**src/rtl/nlej_pkg.sv**
```systemverilog
package nlej_pkg;

  localparam int unsigned PortW = 32;

  localparam logic [1:0] KEY_ID   = 2'd0;
  localparam logic [1:0] KEY_VAL1 = 2'd1;
  localparam logic [1:0] KEY_VAL2 = 2'd2;
  localparam logic [1:0] KEY_NONE = 2'd3;

  localparam logic OP_LOAD  = 1'b0;
  localparam logic OP_PROBE = 1'b1;

  typedef struct packed {
    logic             op;
    logic [PortW-1:0] row_id;
    logic [PortW-1:0] row_val1;
    logic [PortW-1:0] row_val2;
  } in_t;

  typedef struct packed {
    logic [PortW-1:0] match_id;
    logic [PortW-1:0] match_val1;
    logic [PortW-1:0] match_val2;
    logic             last;
  } out_t;

  // controller -> datapath
  typedef struct packed {
    logic load;
    logic probe;
    logic rd;
    logic flush;
  } cmd_t;

  // datapath -> controller
  typedef struct packed {
    logic empty;
    logic last_addr;
  } sts_t;

endpackage

```
**src/rtl/nlej_ctrl.sv**
```systemverilog
module nlej_ctrl (
  input  logic          clk_i,
  input  logic          rst_ni,
  input  logic          start_i,
  input  logic          op_i,
  input  nlej_pkg::sts_t sts_i,
  output nlej_pkg::cmd_t cmd_o,
  output logic          busy_o
);
  import nlej_pkg::*;

  localparam logic [1:0] ST_IDLE  = 2'd0;
  localparam logic [1:0] ST_SCAN  = 2'd1;
  localparam logic [1:0] ST_DRAIN = 2'd2;
  localparam logic [1:0] ST_FLUSH = 2'd3;

  logic [1:0] state_q, state_d;

  always_comb begin
    state_d = state_q;
    cmd_o   = '0;
    case (state_q)
      ST_IDLE: begin
        if (start_i) begin
          if (op_i == OP_LOAD) begin
            cmd_o.load = 1'b1;
          end else begin
            cmd_o.probe = 1'b1;
            if (!sts_i.empty) state_d = ST_SCAN;
          end
        end
      end
      ST_SCAN: begin
        cmd_o.rd = 1'b1;
        if (sts_i.last_addr) state_d = ST_DRAIN;
      end
      // compare of the final row read happens here
      ST_DRAIN: state_d = ST_FLUSH;
      ST_FLUSH: begin
        cmd_o.flush = 1'b1;
        state_d     = ST_IDLE;
      end
      default: state_d = ST_IDLE;
    endcase
  end

  always_ff @(posedge clk_i or negedge rst_ni) begin
    if (!rst_ni) begin
      state_q <= ST_IDLE;
    end else begin
      state_q <= state_d;
    end
  end

  assign busy_o = (state_q != ST_IDLE);

endmodule

```
**config.mk**
```make
export PLATFORM = sky130hd
export DESIGN_NAME = nlej_ctrl
export DESIGN_NICKNAME = d
export VERILOG_FILES = /design/src/rtl/nlej_pkg.sv /design/src/rtl/nlej_ctrl.sv
export SDC_FILE = /design/constraint.sdc
export NUM_CORES = 1
export LEC_CHECK = 0
export ABC_AREA = 1
export BUFFER_PORTS_ARGS = -buffer_cell sky130_fd_sc_hd__buf_2
export CAP_MARGIN = 10
export CORE_AREA = 2 2 39 41
export CTS_BUF_LIST = sky130_fd_sc_hd__clkbuf_16
export CTS_CLUSTER_DIAMETER = 80
export DETAILED_ROUTE_END_ITERATION = 6
export DIE_AREA = 0 0 41 43
export SETUP_SLACK_MARGIN = 0.15
export SLEW_MARGIN = 40
export SYNTH_ARGS = -nofsm -noshare
export SYNTH_HDL_FRONTEND = slang
export SYNTH_SLANG_ARGS = --single-unit
```
**constraint.sdc**
```tcl
create_clock -name clk_i -period 1.5 [get_ports clk_i]
set_clock_uncertainty 0.15 [all_clocks]
set_input_delay 0.45 -clock clk_i [delete_from_list [all_inputs] [get_ports clk_i]]
set_output_delay 0.45 -clock clk_i [all_outputs]
set_load 0.05 [all_outputs]
```
==> flow_metrics.tcl <==
set metrics [dict create \
    reg2reg_depth 7 \
    pwr_density_cell_nw_per_um2 2700 \
    final_util_pct 36.7 \
    fp.dieH_um 43 \
    syn_nets 36 \
    fin_nets 59 \
    critPathCaptureType "primary output" \
    fillers 139 \
    max_cap_viol_count 0 \
    port_buffers 10 \
    cts_buffer_depth 2 \
    required_ns 0.90 \
    drive_gt1_share_pct 70.2 \
    rsz0062_at_grt "yes" \
    slew_headroom_pct 90.4 \
    post-place-ws_ns -0.175 \
    cts-buffers-inserted 3 \
    postSynthAreaPerCell_um2 7.17 \
    post-route-period-util_pct 116 \
    dp.cells 58 \
    synthCells 26 \
    routabilityCongestion 0.718 \
    grt_first_pass_wirelength_um 814 \
    dpl.hpwl_um 376 \
    start_util_pct 13.5 \
    reg2reg_to "state_q[1]$_DFFE_PN0P_" \
    slowest_stage "dfrtp_1" \
    critPathArrivalTime_ns 1.14 \
    ys_ff_latch 2 \
    power.leakage_nw 0.251 \
    r2r_start "state_q[1]$_DFFE_PN0P_" \
    postLayoutSetupSlackWorst_ns -0.240 \
    cts_tree "done" \
    slew_viol_final 0 \
    vdd_drop_max_uv 1240 \
    grt_pass1_vias 223 \
    netlist_area_um2 186 \
    pin_count 11 \
    top_regs "state_q: 2 flops" \
    finalPower_mw 1.37 \
    dpl_cell_area_um2 319 \
    synthDistinctLibCells 8 \
    htreeDepth 1 \
    wl_per_cell_um 9.35 \
    die_w_um 41 \
    clk_pin_slew_ns 0.03 \
    clk-insertion-delay-late_ns 0.22 \
    stdcell_count 63 \
    clock-sinks 2 \
    vias 239 \
    cp_cell_sequence "inv_2, ha_4, nand2_4, nor2_4, buf_8" \
    syn_to_final_growth_pct 172 \
    worst_pin_slew_ns 0.143 \
    drt-total-wl_um 589 \
    dr.pass1.iters 2 \
    slowest_delay_ns 0.38 \
    outcome "finished with violations" \
    start_kind "flop" \
    hold_viol 0 \
    synth_warnings 0 \
    first_iter_violations 4 \
    path_class "flop to primary output" \
    grt_overflow 0 \
    drc 0 \
    grtUsageTotal_pct 7.32 \
    crit_start "state_q[1]$_DFFE_PN0P_" \
    seq_area_frac_synth_pct 26.8 \
    die-area_um2 1760 \
    cp_max_fo 3 \
    vias_per_cell 3.79 \
    cts_root_buf "clkbuf_16" \
    finalCriticalPeriod_ns 1.74 \
    worst_hold_slack_ns 0.400 \
    core_um2 1380 \
    grt_max_degree 4 \
    violations "negative setup slack" \
    r2r_slack_ns 0.21 \
    hold_path.class "primary input to async pin" \
    max_freq_mhz 575 \
    design_area_um2 508 \
    layout_common_cells "nand2_1 (7), buf_4 (7), buf_2 (5)" \
    diodes 0 \
    setup_viol 5 \
    antenna_found_initial 0 \
    postRouteAntennaNets 0 \
    top_register "state_q" \
    fin_tns_setup_ns -0.987 \
    largest_register_ffs 2 \
    core.rowCount 14 \
]
cell type report:
class	instances	area, µm²	share of cell area, %
repair buffers	18	159	31.3
inverters	5	21.3	4.19
flip-flops and latches	2	50.0	9.85
clock buffers	3	75.1	14.8
well taps	16	20.0	3.94
multi-input cells	19	183	36.0
timing repair:
action | in CTS | in global routing
hold endpoints to repair | 2 | 0
setup buffers | 1 | 0
pin swaps | 2 | 0
resized for setup | 20 | 7
gates cloned | 0 | 0
hold buffers | 1 | 0
setup endpoints to repair | 5 | 6
routing by layer:
layer | vias up | routed length [µm] | global-route usage (%)
met5 | - | 0 | 0
met4 | 0 | 0 | 8.00
met3 | 0 | 37 | 1.57
met2 | 8 | 339 | 12.2
met1 | 109 | 212 | 6.09
li1 | 122 | - | -
cell usage after synthesis:
master / n / area share, %
nor2_1: 2 / 4.0
dfrtp_1: 2 / 27
nand4_1: 2 / 6.7
inv_2: 1 / 2.0
nand3_2: 1 / 5.4
nand2_1: 10 / 20
ha_1: 4 / 27
inv_1: 4 / 8.1
power by group:
part	total, mW	internal [mW]	switching [mW]	leakage [nW]
clock	0.399	0.339	0.0603	0.0370
sequential	0.105	0.0843	0.0211	0.0244
combinational	0.866	0.386	0.480	0.190
how the worst max path moves through the flow:
stage	end	slack, ns	cells after the start
floorplan	cmd_o[2]	-0.34	4
global placement	cmd_o[3]	-0.17	5
detailed placement	cmd_o[3]	-0.18	5
CTS	cmd_o[2]	-0.23	5
global route	cmd_o[3]	-0.28	5
finish	cmd_o[3]	-0.24	5
kinds of logic (layout without fill, tap and decap cells):
| kind of cell | Yosys count | after routing | share of synthesized area [%] |
|---|---|---|---|
| AND/OR/NAND/NOR | 15 | 15 | 36.2 |
| flip-flops | 2 | 2 | 26.8 |
| buffers and inverters | 5 | 26 | 10.1 |
| adder cells (fa/ha/maj) | 4 | 4 | 26.8 |
worst max-delay path: cells and delay by family, from the launching register on:
kind | cells | cell delay, ns
adders and majority gates | 1 | 0.17
buffers and inverters | 2 | 0.24
DFF | 1 | 0.38
and+or+nand+nor | 2 | 0.13
Note: power is estimated with default switching activity, not from simulation.
